$ cat config.mk
export PLATFORM = sky130hd
export DESIGN_NAME = ntc_average_and_temperature
export DESIGN_NICKNAME = d
export VERILOG_FILES = /design/src/hdl/ntcat_pkg.sv /design/src/hdl/ntcat_div.sv /design/src/hdl/ntcat_datapath.sv /design/src/hdl/ntcat_ctrl.sv /design/src/hdl/ntc_average_and_temperature.sv
export SDC_FILE = /design/constraint.sdc
export NUM_CORES = 2
export LEC_CHECK = 0
export BUFFER_PORTS_ARGS = -buffer_cell sky130_fd_sc_hd__buf_2
export CAP_MARGIN = 10
export CORE_ASPECT_RATIO = 0.75
export CORE_MARGIN = 2
export CORE_UTILIZATION = 45
export CTS_CLUSTER_DIAMETER = 150
export CTS_CLUSTER_SIZE = 30
export DETAILED_ROUTE_END_ITERATION = 10
export GPL_ROUTABILITY_DRIVEN = 0
export PLACE_DENSITY = 0.61
export SLEW_MARGIN = 25
export SYNTH_ARGS = -nofsm -noshare
export SYNTH_HDL_FRONTEND = slang
export SYNTH_HIERARCHICAL = 1
export SYNTH_SLANG_ARGS = --single-unit
$ cat constraint.sdc
create_clock -name clk -period 18.2 [get_ports clk]
set_input_delay 3.64 -clock clk [delete_from_list [all_inputs] [get_ports clk]]
set_output_delay 3.64 -clock clk [all_outputs]
set_load 0.1 [all_outputs]
$ cat src/hdl/ntcat_pkg.sv
`timescale 1ns / 1ps
`default_nettype none

package ntcat_pkg;

    // Group size and fixed widths.
    localparam int AVG_SAMPLES = 8;
    localparam int SAMPLE_W    = 12;
    localparam int SUM_W       = 15;
    localparam int COUNT_W     = 3;
    localparam int OHMS_W      = 20;
    localparam int BETA_W      = 14;
    localparam int TEMP_W      = 16;
    localparam int STATUS_W    = 2;
    localparam int INDEX_W     = 2;

    // Shared divider sizes.
    localparam int DVD_W = 54;
    localparam int DVS_W = 39;

    // Logarithm and beta equation constants.
    localparam int LN_W  = 21;
    localparam int LNX_W = 32;
    localparam int EX_W  = 5;
    localparam logic [SAMPLE_W-1:0] ADC_TOP        = 12'd4095;
    localparam logic [15:0]         SERIES_OHMS    = 16'd5100;
    localparam logic [15:0]         LN2_Q16        = 16'd45426;
    localparam logic [14:0]         T0_CENTIK      = 15'd29815;
    localparam logic [22:0]         SCALE_Q16_CENTI = 23'd6553600;
    localparam logic [15:0]         ICE_CENTIK     = 16'd27315;
    localparam logic [15:0]         CK_HIGH        = 16'd47315;
    localparam logic [15:0]         CK_LOW         = 16'd17315;
    localparam logic signed [TEMP_W-1:0] SAT_HI_CENTI = 16'sd20000;
    localparam logic signed [TEMP_W-1:0] SAT_LO_CENTI = -16'sd10000;

    // Register indexes.
    localparam logic [INDEX_W-1:0] REG_PULLUP  = 2'd0;
    localparam logic [INDEX_W-1:0] REG_NOMINAL = 2'd1;
    localparam logic [INDEX_W-1:0] REG_BETA    = 2'd2;

    // Status codes.
    localparam logic [STATUS_W-1:0] ST_OK      = 2'd0;
    localparam logic [STATUS_W-1:0] ST_ADC     = 2'd1;
    localparam logic [STATUS_W-1:0] ST_RNONPOS = 2'd2;
    localparam logic [STATUS_W-1:0] ST_SAT     = 2'd3;

    // Result kinds chosen by the controller.
    localparam logic [1:0] RES_ADC  = 2'd0;
    localparam logic [1:0] RES_RES  = 2'd1;
    localparam logic [1:0] RES_DSAT = 2'd2;
    localparam logic [1:0] RES_CALC = 2'd3;

    typedef struct packed {
        logic       acc;
        logic       div_up;
        logic       div_temp;
        logic       ln_load_r;
        logic       ln_load_nom;
        logic       ln_shift;
        logic       ln_store_a;
        logic       ln_store_b;
        logic       den1;
        logic       den2;
        logic       load_out;
        logic [1:0] res_kind;
    } ntcat_cmd_t;

    typedef struct packed {
        logic last;
        logic adc_limit;
        logic div_busy;
        logic r_nonpos;
        logic ln_norm;
        logic den_nonpos;
        logic out_busy;
    } ntcat_stat_t;

    // round(65536*ln(1+k/16)) for k = 0..16.
    function automatic logic [15:0] ln_mant(input logic [4:0] idx);
        logic [15:0] v;
        case (idx)
            5'd0:  v = 16'd0;
            5'd1:  v = 16'd3973;
            5'd2:  v = 16'd7719;
            5'd3:  v = 16'd11262;
            5'd4:  v = 16'd14624;
            5'd5:  v = 16'd17821;
            5'd6:  v = 16'd20870;
            5'd7:  v = 16'd23783;
            5'd8:  v = 16'd26573;
            5'd9:  v = 16'd29248;
            5'd10: v = 16'd31818;
            5'd11: v = 16'd34292;
            5'd12: v = 16'd36675;
            5'd13: v = 16'd38975;
            5'd14: v = 16'd41196;
            5'd15: v = 16'd43345;
            5'd16: v = 16'd45426;
            default: v = 16'd0;
        endcase
        return v;
    endfunction

endpackage

`default_nettype wire

$ cat src/hdl/ntcat_div.sv
`timescale 1ns / 1ps
`default_nettype none

module ntcat_div (
    input  wire logic                        clk,
    input  wire logic                        rst_n,
    input  wire logic                        start,
    input  wire logic [ntcat_pkg::DVD_W-1:0] dividend,
    input  wire logic [ntcat_pkg::DVS_W-1:0] divisor,
    output logic                             busy,
    output logic [ntcat_pkg::DVD_W-1:0]      quotient
);
    import ntcat_pkg::*;

    localparam int CNT_W = $clog2(DVD_W + 1);

    logic             busy_reg, busy_next;
    logic [CNT_W-1:0] cnt_reg, cnt_next;
    logic [DVD_W-1:0] q_reg, q_next;
    logic [DVS_W:0]   rem_reg, rem_next;
    logic [DVS_W-1:0] dvs_reg, dvs_next;
    logic [DVS_W:0]   rem_sh;

    // One restoring step per cycle, MSB first.
    always_comb
    begin
        busy_next = busy_reg;
        cnt_next  = cnt_reg;
        q_next    = q_reg;
        rem_next  = rem_reg;
        dvs_next  = dvs_reg;
        rem_sh    = {rem_reg[DVS_W-1:0], q_reg[DVD_W-1]};
        if (start)
        begin
            busy_next = 1'b1;
            cnt_next  = CNT_W'(DVD_W);
            q_next    = dividend;
            rem_next  = '0;
            dvs_next  = divisor;
        end
        else if (busy_reg)
        begin
            if (rem_sh >= {1'b0, dvs_reg})
            begin
                rem_next = rem_sh - {1'b0, dvs_reg};
                q_next   = {q_reg[DVD_W-2:0], 1'b1};
            end
            else
            begin
                rem_next = rem_sh;
                q_next   = {q_reg[DVD_W-2:0], 1'b0};
            end
            cnt_next = cnt_reg - 1'b1;
            if (cnt_reg == CNT_W'(1))
            begin
                busy_next = 1'b0;
            end
        end
    end

    always_ff @(posedge clk or negedge rst_n)
    begin
        if (!rst_n)
        begin
            busy_reg <= 1'b0;
            cnt_reg  <= '0;
        end
        else
        begin
            busy_reg <= busy_next;
            cnt_reg  <= cnt_next;
        end
    end

    always_ff @(posedge clk)
    begin
        q_reg   <= q_next;
        rem_reg <= rem_next;
        dvs_reg <= dvs_next;
    end

    assign busy     = busy_reg;
    assign quotient = q_reg;

endmodule

`default_nettype wire

$ cat src/hdl/ntcat_datapath.sv
`timescale 1ns / 1ps
`default_nettype none

module ntcat_datapath (
    input  wire logic                               clk,
    input  wire logic                               rst_n,
    input  wire ntcat_pkg::ntcat_cmd_t              cmd,
    output ntcat_pkg::ntcat_stat_t                  stat,
    input  wire logic [ntcat_pkg::SAMPLE_W-1:0]     sample,
    input  wire logic                               cfg_valid,
    input  wire logic [ntcat_pkg::INDEX_W-1:0]      cfg_index,
    input  wire logic [ntcat_pkg::OHMS_W-1:0]       cfg_data,
    input  wire logic                               result_ready,
    output logic                                    result_valid,
    output logic [ntcat_pkg::SAMPLE_W-1:0]          mean_sample,
    output logic signed [ntcat_pkg::TEMP_W-1:0]     temperature_centi,
    output logic [ntcat_pkg::STATUS_W-1:0]          status
);
    import ntcat_pkg::*;

    logic [OHMS_W-1:0]   pullup_reg, nominal_reg;
    logic [BETA_W-1:0]   beta_reg;
    logic [SUM_W-1:0]    sum_reg;
    logic [COUNT_W-1:0]  count_reg;
    logic [SAMPLE_W-1:0] mean_reg;
    logic [LNX_W-1:0]    x_reg;
    logic [EX_W-1:0]     ex_reg;
    logic [LN_W-1:0]     lna_reg, lnb_reg;
    logic [36:0]         bks_reg;
    logic signed [37:0]  lt_reg;
    logic signed [39:0]  den_reg;
    logic [51:0]         num_reg;
    logic                out_valid_reg;
    logic [SAMPLE_W-1:0] out_mean_reg;
    logic signed [TEMP_W-1:0]   out_temp_reg;
    logic [STATUS_W-1:0] out_status_reg;

    logic [SUM_W-1:0]    sum_next;
    logic [OHMS_W-1:0]   nom_eff;
    logic [BETA_W-1:0]   beta_eff;
    logic                div_start;
    logic [DVD_W-1:0]    div_dvd;
    logic [DVS_W-1:0]    div_dvs;
    logic                div_busy;
    logic [DVD_W-1:0]    div_q;
    logic [15:0]         frac;
    logic [15:0]         ln_lo, ln_hi;
    logic [11:0]         ln_step;
    logic [23:0]         ln_prod;
    logic [LN_W-1:0]     ln_val;
    logic signed [LN_W:0] ln_diff;
    logic [STATUS_W-1:0] res_status;
    logic signed [TEMP_W-1:0] res_temp;

    assign nom_eff  = (nominal_reg == '0) ? OHMS_W'(1) : nominal_reg;
    assign beta_eff = (beta_reg == '0) ? BETA_W'(1) : beta_reg;
    assign sum_next = sum_reg + SUM_W'(sample);

    // Configuration registers.
    always_ff @(posedge clk or negedge rst_n)
    begin
        if (!rst_n)
        begin
            pullup_reg  <= OHMS_W'(10000);
            nominal_reg <= OHMS_W'(10000);
            beta_reg    <= BETA_W'(3950);
        end
        else if (cfg_valid)
        begin
            case (cfg_index)
                REG_PULLUP:  pullup_reg  <= cfg_data;
                REG_NOMINAL: nominal_reg <= cfg_data;
                REG_BETA:    beta_reg    <= cfg_data[BETA_W-1:0];
                default: ;
            endcase
        end
    end

    // Sample accumulation over one group.
    always_ff @(posedge clk or negedge rst_n)
    begin
        if (!rst_n)
        begin
            sum_reg   <= '0;
            count_reg <= '0;
        end
        else if (cmd.acc)
        begin
            if (count_reg == COUNT_W'(AVG_SAMPLES - 1))
            begin
                sum_reg   <= '0;
                count_reg <= '0;
            end
            else
            begin
                sum_reg   <= sum_next;
                count_reg <= count_reg + 1'b1;
            end
        end
    end

    always_ff @(posedge clk)
    begin
        if (cmd.acc && count_reg == COUNT_W'(AVG_SAMPLES - 1))
        begin
            mean_reg <= SAMPLE_W'(sum_next / AVG_SAMPLES);
        end
    end

    // Divider operands: pull-up ratio first, temperature second.
    assign div_start = cmd.div_up | cmd.div_temp;
    always_comb
    begin
        if (cmd.div_temp)
        begin
            div_dvd = DVD_W'(num_reg) + DVD_W'(den_reg[39:1]);
            div_dvs = den_reg[DVS_W-1:0];
        end
        else
        begin
            div_dvd = DVD_W'(pullup_reg * mean_reg);
            div_dvs = DVS_W'(ADC_TOP - mean_reg);
        end
    end

    ntcat_div u_div (
        .clk      (clk),
        .rst_n    (rst_n),
        .start    (div_start),
        .dividend (div_dvd),
        .divisor  (div_dvs),
        .busy     (div_busy),
        .quotient (div_q)
    );

    // Logarithm: normalize one bit a cycle, then table plus interpolation.
    // Adjacent table entries differ by less than 4096, so the step fits 12 bits.
    assign frac    = x_reg[30:15];
    assign ln_lo   = ln_mant({1'b0, frac[15:12]});
    assign ln_hi   = ln_mant({1'b0, frac[15:12]} + 5'd1);
    assign ln_step = 12'(ln_hi - ln_lo);
    assign ln_prod = ln_step * frac[11:0];
    assign ln_val  = LN_W'(ex_reg * LN2_Q16) + LN_W'(ln_lo) + LN_W'(ln_prod[23:12]);

    always_ff @(posedge clk)
    begin
        if (cmd.ln_load_r)
        begin
            x_reg  <= div_q[LNX_W-1:0] - LNX_W'(SERIES_OHMS);
            ex_reg <= EX_W'(LNX_W - 1);
        end
        else if (cmd.ln_load_nom)
        begin
            x_reg  <= LNX_W'(nom_eff);
            ex_reg <= EX_W'(LNX_W - 1);
        end
        else if (cmd.ln_shift)
        begin
            x_reg  <= {x_reg[LNX_W-2:0], 1'b0};
            ex_reg <= ex_reg - 1'b1;
        end
        if (cmd.ln_store_a)
        begin
            lna_reg <= ln_val;
        end
        if (cmd.ln_store_b)
        begin
            lnb_reg <= ln_val;
        end
    end

    // Beta equation denominator and numerator.
    assign ln_diff = $signed({1'b0, lna_reg}) - $signed({1'b0, lnb_reg});
    always_ff @(posedge clk)
    begin
        if (cmd.den1)
        begin
            bks_reg <= 37'(beta_eff * SCALE_Q16_CENTI);
            lt_reg  <= 38'($signed({1'b0, T0_CENTIK}) * ln_diff);
        end
        if (cmd.den2)
        begin
            den_reg <= $signed({3'b0, bks_reg}) + 40'(lt_reg);
            num_reg <= 52'(bks_reg * T0_CENTIK);
        end
    end

    // Result fields for each kind of outcome.
    always_comb
    begin
        res_status = ST_OK;
        res_temp   = '0;
        case (cmd.res_kind)
            RES_ADC:  res_status = ST_ADC;
            RES_RES:  res_status = ST_RNONPOS;
            RES_DSAT:
            begin
                res_status = ST_SAT;
                res_temp   = SAT_HI_CENTI;
            end
            RES_CALC:
            begin
                if (div_q > DVD_W'(CK_HIGH))
                begin
                    res_status = ST_SAT;
                    res_temp   = SAT_HI_CENTI;
                end
                else if (div_q < DVD_W'(CK_LOW))
                begin
                    res_status = ST_SAT;
                    res_temp   = SAT_LO_CENTI;
                end
                else
                begin
                    res_temp = $signed(div_q[TEMP_W-1:0] - ICE_CENTIK);
                end
            end
            default: ;
        endcase
    end

    // Output register.
    always_ff @(posedge clk or negedge rst_n)
    begin
        if (!rst_n)
        begin
            out_valid_reg <= 1'b0;
        end
        else if (cmd.load_out)
        begin
            out_valid_reg <= 1'b1;
        end
        else if (result_ready)
        begin
            out_valid_reg <= 1'b0;
        end
    end

    always_ff @(posedge clk)
    begin
        if (cmd.load_out)
        begin
            out_mean_reg   <= mean_reg;
            out_temp_reg   <= res_temp;
            out_status_reg <= res_status;
        end
    end

    assign result_valid      = out_valid_reg;
    assign mean_sample       = out_mean_reg;
    assign temperature_centi = out_temp_reg;
    assign status            = out_status_reg;

    // Status toward the controller.
    always_comb
    begin
        stat.last       = (count_reg == COUNT_W'(AVG_SAMPLES - 1));
        stat.adc_limit  = (mean_reg == '0) || (mean_reg >= ADC_TOP);
        stat.div_busy   = div_busy;
        stat.r_nonpos   = (div_q <= DVD_W'(SERIES_OHMS));
        stat.ln_norm    = x_reg[LNX_W-1];
        stat.den_nonpos = den_reg[39] || (den_reg == '0);
        stat.out_busy   = out_valid_reg;
    end

endmodule

`default_nettype wire

$ cat src/hdl/ntcat_ctrl.sv
`timescale 1ns / 1ps
`default_nettype none

module ntcat_ctrl (
    input  wire logic                   clk,
    input  wire logic                   rst_n,
    input  wire logic                   sample_valid,
    output logic                        sample_ready,
    input  wire ntcat_pkg::ntcat_stat_t stat,
    output ntcat_pkg::ntcat_cmd_t       cmd
);
    import ntcat_pkg::*;

    localparam logic [3:0] S_IDLE  = 4'd0;
    localparam logic [3:0] S_CHECK = 4'd1;
    localparam logic [3:0] S_DIV1  = 4'd2;
    localparam logic [3:0] S_RES   = 4'd3;
    localparam logic [3:0] S_LNA   = 4'd4;
    localparam logic [3:0] S_LNBL  = 4'd5;
    localparam logic [3:0] S_LNB   = 4'd6;
    localparam logic [3:0] S_DEN1  = 4'd7;
    localparam logic [3:0] S_DEN2  = 4'd8;
    localparam logic [3:0] S_DCHK  = 4'd9;
    localparam logic [3:0] S_DIV2  = 4'd10;
    localparam logic [3:0] S_OUT   = 4'd11;

    logic [3:0] state_reg, state_next;
    logic [1:0] kind_reg, kind_next;

    // Sequencer for one group conversion.
    always_comb
    begin
        state_next   = state_reg;
        kind_next    = kind_reg;
        cmd          = '0;
        cmd.res_kind = kind_reg;
        sample_ready = 1'b0;
        case (state_reg)
            S_IDLE:
            begin
                sample_ready = 1'b1;
                if (sample_valid)
                begin
                    cmd.acc = 1'b1;
                    if (stat.last)
                    begin
                        state_next = S_CHECK;
                    end
                end
            end
            S_CHECK:
            begin
                if (stat.adc_limit)
                begin
                    kind_next  = RES_ADC;
                    state_next = S_OUT;
                end
                else
                begin
                    cmd.div_up = 1'b1;
                    state_next = S_DIV1;
                end
            end
            S_DIV1:
            begin
                if (!stat.div_busy)
                begin
                    state_next = S_RES;
                end
            end
            S_RES:
            begin
                if (stat.r_nonpos)
                begin
                    kind_next  = RES_RES;
                    state_next = S_OUT;
                end
                else
                begin
                    cmd.ln_load_r = 1'b1;
                    state_next    = S_LNA;
                end
            end
            S_LNA:
            begin
                if (stat.ln_norm)
                begin
                    cmd.ln_store_a = 1'b1;
                    state_next     = S_LNBL;
                end
                else
                begin
                    cmd.ln_shift = 1'b1;
                end
            end
            S_LNBL:
            begin
                cmd.ln_load_nom = 1'b1;
                state_next      = S_LNB;
            end
            S_LNB:
            begin
                if (stat.ln_norm)
                begin
                    cmd.ln_store_b = 1'b1;
                    state_next     = S_DEN1;
                end
                else
                begin
                    cmd.ln_shift = 1'b1;
                end
            end
            S_DEN1:
            begin
                cmd.den1   = 1'b1;
                state_next = S_DEN2;
            end
            S_DEN2:
            begin
                cmd.den2   = 1'b1;
                state_next = S_DCHK;
            end
            S_DCHK:
            begin
                if (stat.den_nonpos)
                begin
                    kind_next  = RES_DSAT;
                    state_next = S_OUT;
                end
                else
                begin
                    cmd.div_temp = 1'b1;
                    state_next   = S_DIV2;
                end
            end
            S_DIV2:
            begin
                if (!stat.div_busy)
                begin
                    kind_next  = RES_CALC;
                    state_next = S_OUT;
                end
            end
            S_OUT:
            begin
                if (!stat.out_busy)
                begin
                    cmd.load_out = 1'b1;
                    state_next   = S_IDLE;
                end
            end
            default:
            begin
                state_next = S_IDLE;
            end
        endcase
    end

    always_ff @(posedge clk or negedge rst_n)
    begin
        if (!rst_n)
        begin
            state_reg <= S_IDLE;
            kind_reg  <= RES_ADC;
        end
        else
        begin
            state_reg <= state_next;
            kind_reg  <= kind_next;
        end
    end

endmodule

`default_nettype wire

$ cat src/hdl/ntc_average_and_temperature.sv
// Throughput: one sample per cycle inside a group; after the last sample of a group no
// request is taken until the conversion ends (two 54-step divider passes, two
// one-bit-a-cycle log normalizations of up to 31 steps each), and longer while
// the previous result still waits to be taken.
// Reset: asynchronous, active low; clears the group sum and count, restores registers.
`timescale 1ns / 1ps
`default_nettype none

module ntc_average_and_temperature (
    input  wire logic                                clk,
    input  wire logic                                rst_n,
    input  wire logic                                sample_valid,
    output logic                                     sample_ready,
    input  wire logic [ntcat_pkg::SAMPLE_W-1:0]      sample,
    output logic                                     result_valid,
    input  wire logic                                result_ready,
    output logic [ntcat_pkg::SAMPLE_W-1:0]           mean_sample,
    output logic signed [ntcat_pkg::TEMP_W-1:0]      temperature_centi,
    output logic [ntcat_pkg::STATUS_W-1:0]           status,
    input  wire logic                                cfg_valid,
    output logic                                     cfg_ready,
    input  wire logic [ntcat_pkg::INDEX_W-1:0]       cfg_index,
    input  wire logic [ntcat_pkg::OHMS_W-1:0]        cfg_data
);
    import ntcat_pkg::*;

    ntcat_cmd_t  cmd;
    ntcat_stat_t stat;

    // Register writes are always taken.
    assign cfg_ready = 1'b1;

    ntcat_ctrl u_ctrl (
        .clk          (clk),
        .rst_n        (rst_n),
        .sample_valid (sample_valid),
        .sample_ready (sample_ready),
        .stat         (stat),
        .cmd          (cmd)
    );

    ntcat_datapath u_dp (
        .clk               (clk),
        .rst_n             (rst_n),
        .cmd               (cmd),
        .stat              (stat),
        .sample            (sample),
        .cfg_valid         (cfg_valid),
        .cfg_index         (cfg_index),
        .cfg_data          (cfg_data),
        .result_ready      (result_ready),
        .result_valid      (result_valid),
        .mean_sample       (mean_sample),
        .temperature_centi (temperature_centi),
        .status            (status)
    );

endmodule

`default_nettype wire

==> impl.org <==
** Timing
- Setup repair after global routing left no endpoint under its margin.
- Of the available clock period, the critical path in the final layout requires 68.65%.
- Worst Tran Pin Value :: 1.104 ns
- Worst clock skew on the final layout :: 0.06248 ns
- Setup violations remaining at the end of the flow were counted as 0.
- The final hold violation count came to 0.
- Worst slew slack as a fraction of its limit :: 26.10%
- Timing would allow up to 80.04 MHz.
- Fin. max-slew vios :: 0
- Final hold analysis gives a worst-case slack of 0.4131 ns.
- Summed over all failing endpoints, the final setup total negative slack is 0 ns.
- The smallest clock period supported by the final layout is computed as 12.49 ns.

** Worst hold path
- Along the worst hold path, the cell count comes to 0.
- Hold Path Origin :: u_dp/lt_reg[12]
- The path with the worst hold slack has its endpoint at u_dp/den_reg[12].
- Hold Path Class :: register to register

** Floorplan
- Initial cell density of the core :: 45.26%
- Die boundary height :: 307.3 um
- Chip Width :: 408.4 um
- The floorplan step defined a die boundary enclosing 0.1255 mm^2.
- The core region is 0.1219 mm^2.
- Total I/O pin count :: 72
- Row cnt :: 111

** Clock tree
- CTS placed an instance of clkbuf_16 at the clock tree root.
- For the worst-skew pair, the clock arrives at the later sink with an insertion delay of 0.64 ns.
- Clk sinks :: 485
- Counting along the longest clock path gives a buffer depth of 3.
- Clock transition at the registers of the reported paths :: 0.12 ns
- H-tree levels :: 1
- In this run the post-CTS setup repair buffer count came out at 0.
- Post-CTS Resized :: 0
- Hold bufs inserted after CTS :: 0
- CTS buffer count :: 20
- TritonCTS built the clock tree.

** Drt
- Vias after detailed routing :: 40000
- Before antenna repair, the detailed router went through 7 iterations.
- After detailed routing, the total wire length is 137900 um.
- Detail Route Antenna Nets :: 0
- After detailed routing, the number of vias per cell comes to 5.484.
- 1st-iter DRT viols :: 3561
- Total DRC errors in the routed layout :: 0
- Dividing the detail-routed wire length by the instance count gives 18.91 um.

** Worst setup path
- Launching point of the worst reg2reg path :: u_dp/x_reg[27]
- The slowest stage of the critical path is the o211ai_1 cell.
- Worst endpoint required time :: 18.56 ns
- CP Buf/Inv Count :: 5
- The setup check on the worst reg-to-reg path leaves a slack of 5.71 ns.
- Worst reg2reg path endpoint :: u_dp/lnb_reg[18]
- Critical setup path kind :: register to register
- Data arrives at the worst endpoint at 12.85 ns.
- Among the stages of the critical path, the cell type that occurs most often is fa_1.
- The worst setup path is launched from a register.
- On the worst path, the slowest cell contributes a delay of 0.88 ns.
- Crit path max fanout :: 19
- Among cell families on the critical path, the largest total delay comes from adder cells.
- Kind of end point of the critical path :: register
- Register-to-Register Path Depth :: 45

** Layout
- Final-layout fill cell count :: 11610
- Growth of design area from synthesis to finish :: 4.829%
- Number of nets in the layout :: 6907
- The register with the most flip-flops in the layout has 54 of them.
- Sequential standard cell area :: 0.01356 mm^2
- In the final layout, the share of cells above drive strength 1 is 6.070%.
- Footprint of the multi-input gates :: 0.03744 mm^2

** Yosys
- For this run, the number of Yosys warnings is 6.
- Number of instances in the synthesized netlist :: 5700
- Of all flip-flops after synthesis, the portion carrying an async set or reset was 17.73%.
- Mapped Area :: 0.05519 mm^2
- Counting flops and latches in the post-synthesis netlist gives 485.
- For this run, the leading register cell type out of synthesis is edfxtp_1.
- Post-synthesis cell type count :: 97
- A synthesized cell averages 9.682 um^2.
- Sequential share of the synthesized area :: 24.56%
- Number of enable-type register cells in the synthesized netlist :: 339

** Placement
- Final HPWL from detailed placement :: 110200 um
- Number of buffer cells added on primary ports :: 70

** Global routing
- The number of antenna violations at the first check in global routing was 10.
- Total Routing Usage GR :: 21.99%
- Global routing finished with a remaining overflow of 0.
- Number of global-route vias before repair :: 38540
- Entering global routing, the biggest net connects 86 pins.
- Global-route wire length before repair :: 220500 um

** Status
- The run finished with clean final reports.

** Job
- Total of max-cap violations :: 0
-- worst reg2reg max path, delay by kind of cell, from the launching register on --
| family | cells | cell delay [ns] |
|---|---|---|
| adder cells (fa/ha/maj) | 11 | 4.75 |
| AO/OA/AOI/OAI | 16 | 4.17 |
| AND/OR/NAND/NOR | 11 | 2.22 |
| flip-flops | 1 | 0.65 |
| buffers and inverters | 5 | 0.29 |
| XOR/XNOR | 2 | 0.20 |
-- per-stage QoR --
stage / setup slack [ns] / util (%) / instances / area (um^2)
3_3_place_gp: 6.054 / 46.83 / 7248 / 57100
2_1_floorplan: 7.494 / - / 5701 / 55190
4_1_cts: 5.767 / 47.35 / 7284 / 57740
5_1_grt: 4.760 / 47.44 / 7289 / 57840
3_5_place_dp: 5.856 / 46.83 / 7248 / 57110
6_report: 5.707 / 47.44 / 7293 / 57850
-- metal layers --
metal,wire [um],track usage (%),up-vias
met5,22,0,-
met4,2186,3.450,4
met3,9938,3.796,108
met2,56910,31.25,1151
met1,68860,35.06,19700
li1,-,-,19040
-- cell usage after synthesis (all sizes together) (107+ instances only) --
| master | count | share of area (%) |
|---|---|---|
| inv | 923 | 6.3 |
| ha | 642 | 15 |
| fa | 589 | 21 |
| nand2 | 532 | 3.6 |
| edfxtp | 339 | 18 |
| nor2 | 280 | 1.9 |
| a21oi | 260 | 2.4 |
| o21ai | 207 | 1.9 |
| xnor2 | 167 | 2.7 |
| clkbuf | 161 | 1.1 |
| and2 | 152 | 1.7 |
| mux2 | 117 | 2.4 |
| a21o | 107 | 1.5 |
-- layout by cell type (no fill, tap or decap), types with 21 or more instances in the layout --
master / n
buf_4: 35
and2_1: 150
xor2_1: 98
nor2_1: 277
o211ai_1: 29
a21oi_1: 257
and3_1: 35
nor3_1: 65
a21o_1: 107
a311oi_1: 27
a31oi_1: 38
o21bai_1: 31
nand2_1: 529
nand3_1: 96
nand2b_1: 47
a211oi_1: 43
edfxtp_1: 339
nand4_1: 33
o21a_1: 46
nor2b_1: 63
or3_1: 26
nor4_1: 42
ha_1: 642
dfxtp_1: 60
inv_1: 920
dfrtp_1: 66
o31ai_1: 23
o21ai_0: 203
mux2_2: 116
buf_2: 69
xnor2_1: 165
fa_1: 589
clkbuf_16: 21
mux2i_1: 34
-- worst max-delay path by stage --
stage                               from  depth (start not counted)                to
after detailed placement  u_dp/x_reg[27]                         45  u_dp/lna_reg[18]
after floorplan           u_dp/x_reg[28]                         47  u_dp/lna_reg[18]
final                     u_dp/x_reg[27]                         45  u_dp/lnb_reg[18]
after CTS                 u_dp/x_reg[27]                         45  u_dp/lna_reg[18]
after global placement    u_dp/x_reg[27]                         45  u_dp/lna_reg[18]
after global routing      u_dp/x_reg[27]                         46  u_dp/lnb_reg[18]
-- logic make-up (layout without fill, tap and decap cells) --
logic type                 after synthesis  in the layout  synth area share (%)
DFF                                    485            485                 24.56
xor gates and xnor gates               265            265                 4.206
muxes                                  151            151                 3.004
adders and majority gates             1231           1231                 35.92
AOI/OAI and AO/OA                      988            988                 11.81
buffers and inverters                 1119           1069                 7.751
other                                    2              7               0.01361
and+or+nand+nor                       1459           1459                 12.73
-- cell type report --
type | instances | area share (%)
clock buffer | 32 | 0.9797
tap | 1638 | 3.543
inverter | 924 | 5.995
clock inverter | 4 | 0.1233
timing repair buffer | 109 | 1.196
antenna | 4 | 0.01730
multi-input combinational | 4097 | 64.71
sequential | 485 | 23.44
Power is left out: the tool's default activity adds up to more than one toggle a clock period on the data nets, which glitch-free logic cannot reach.
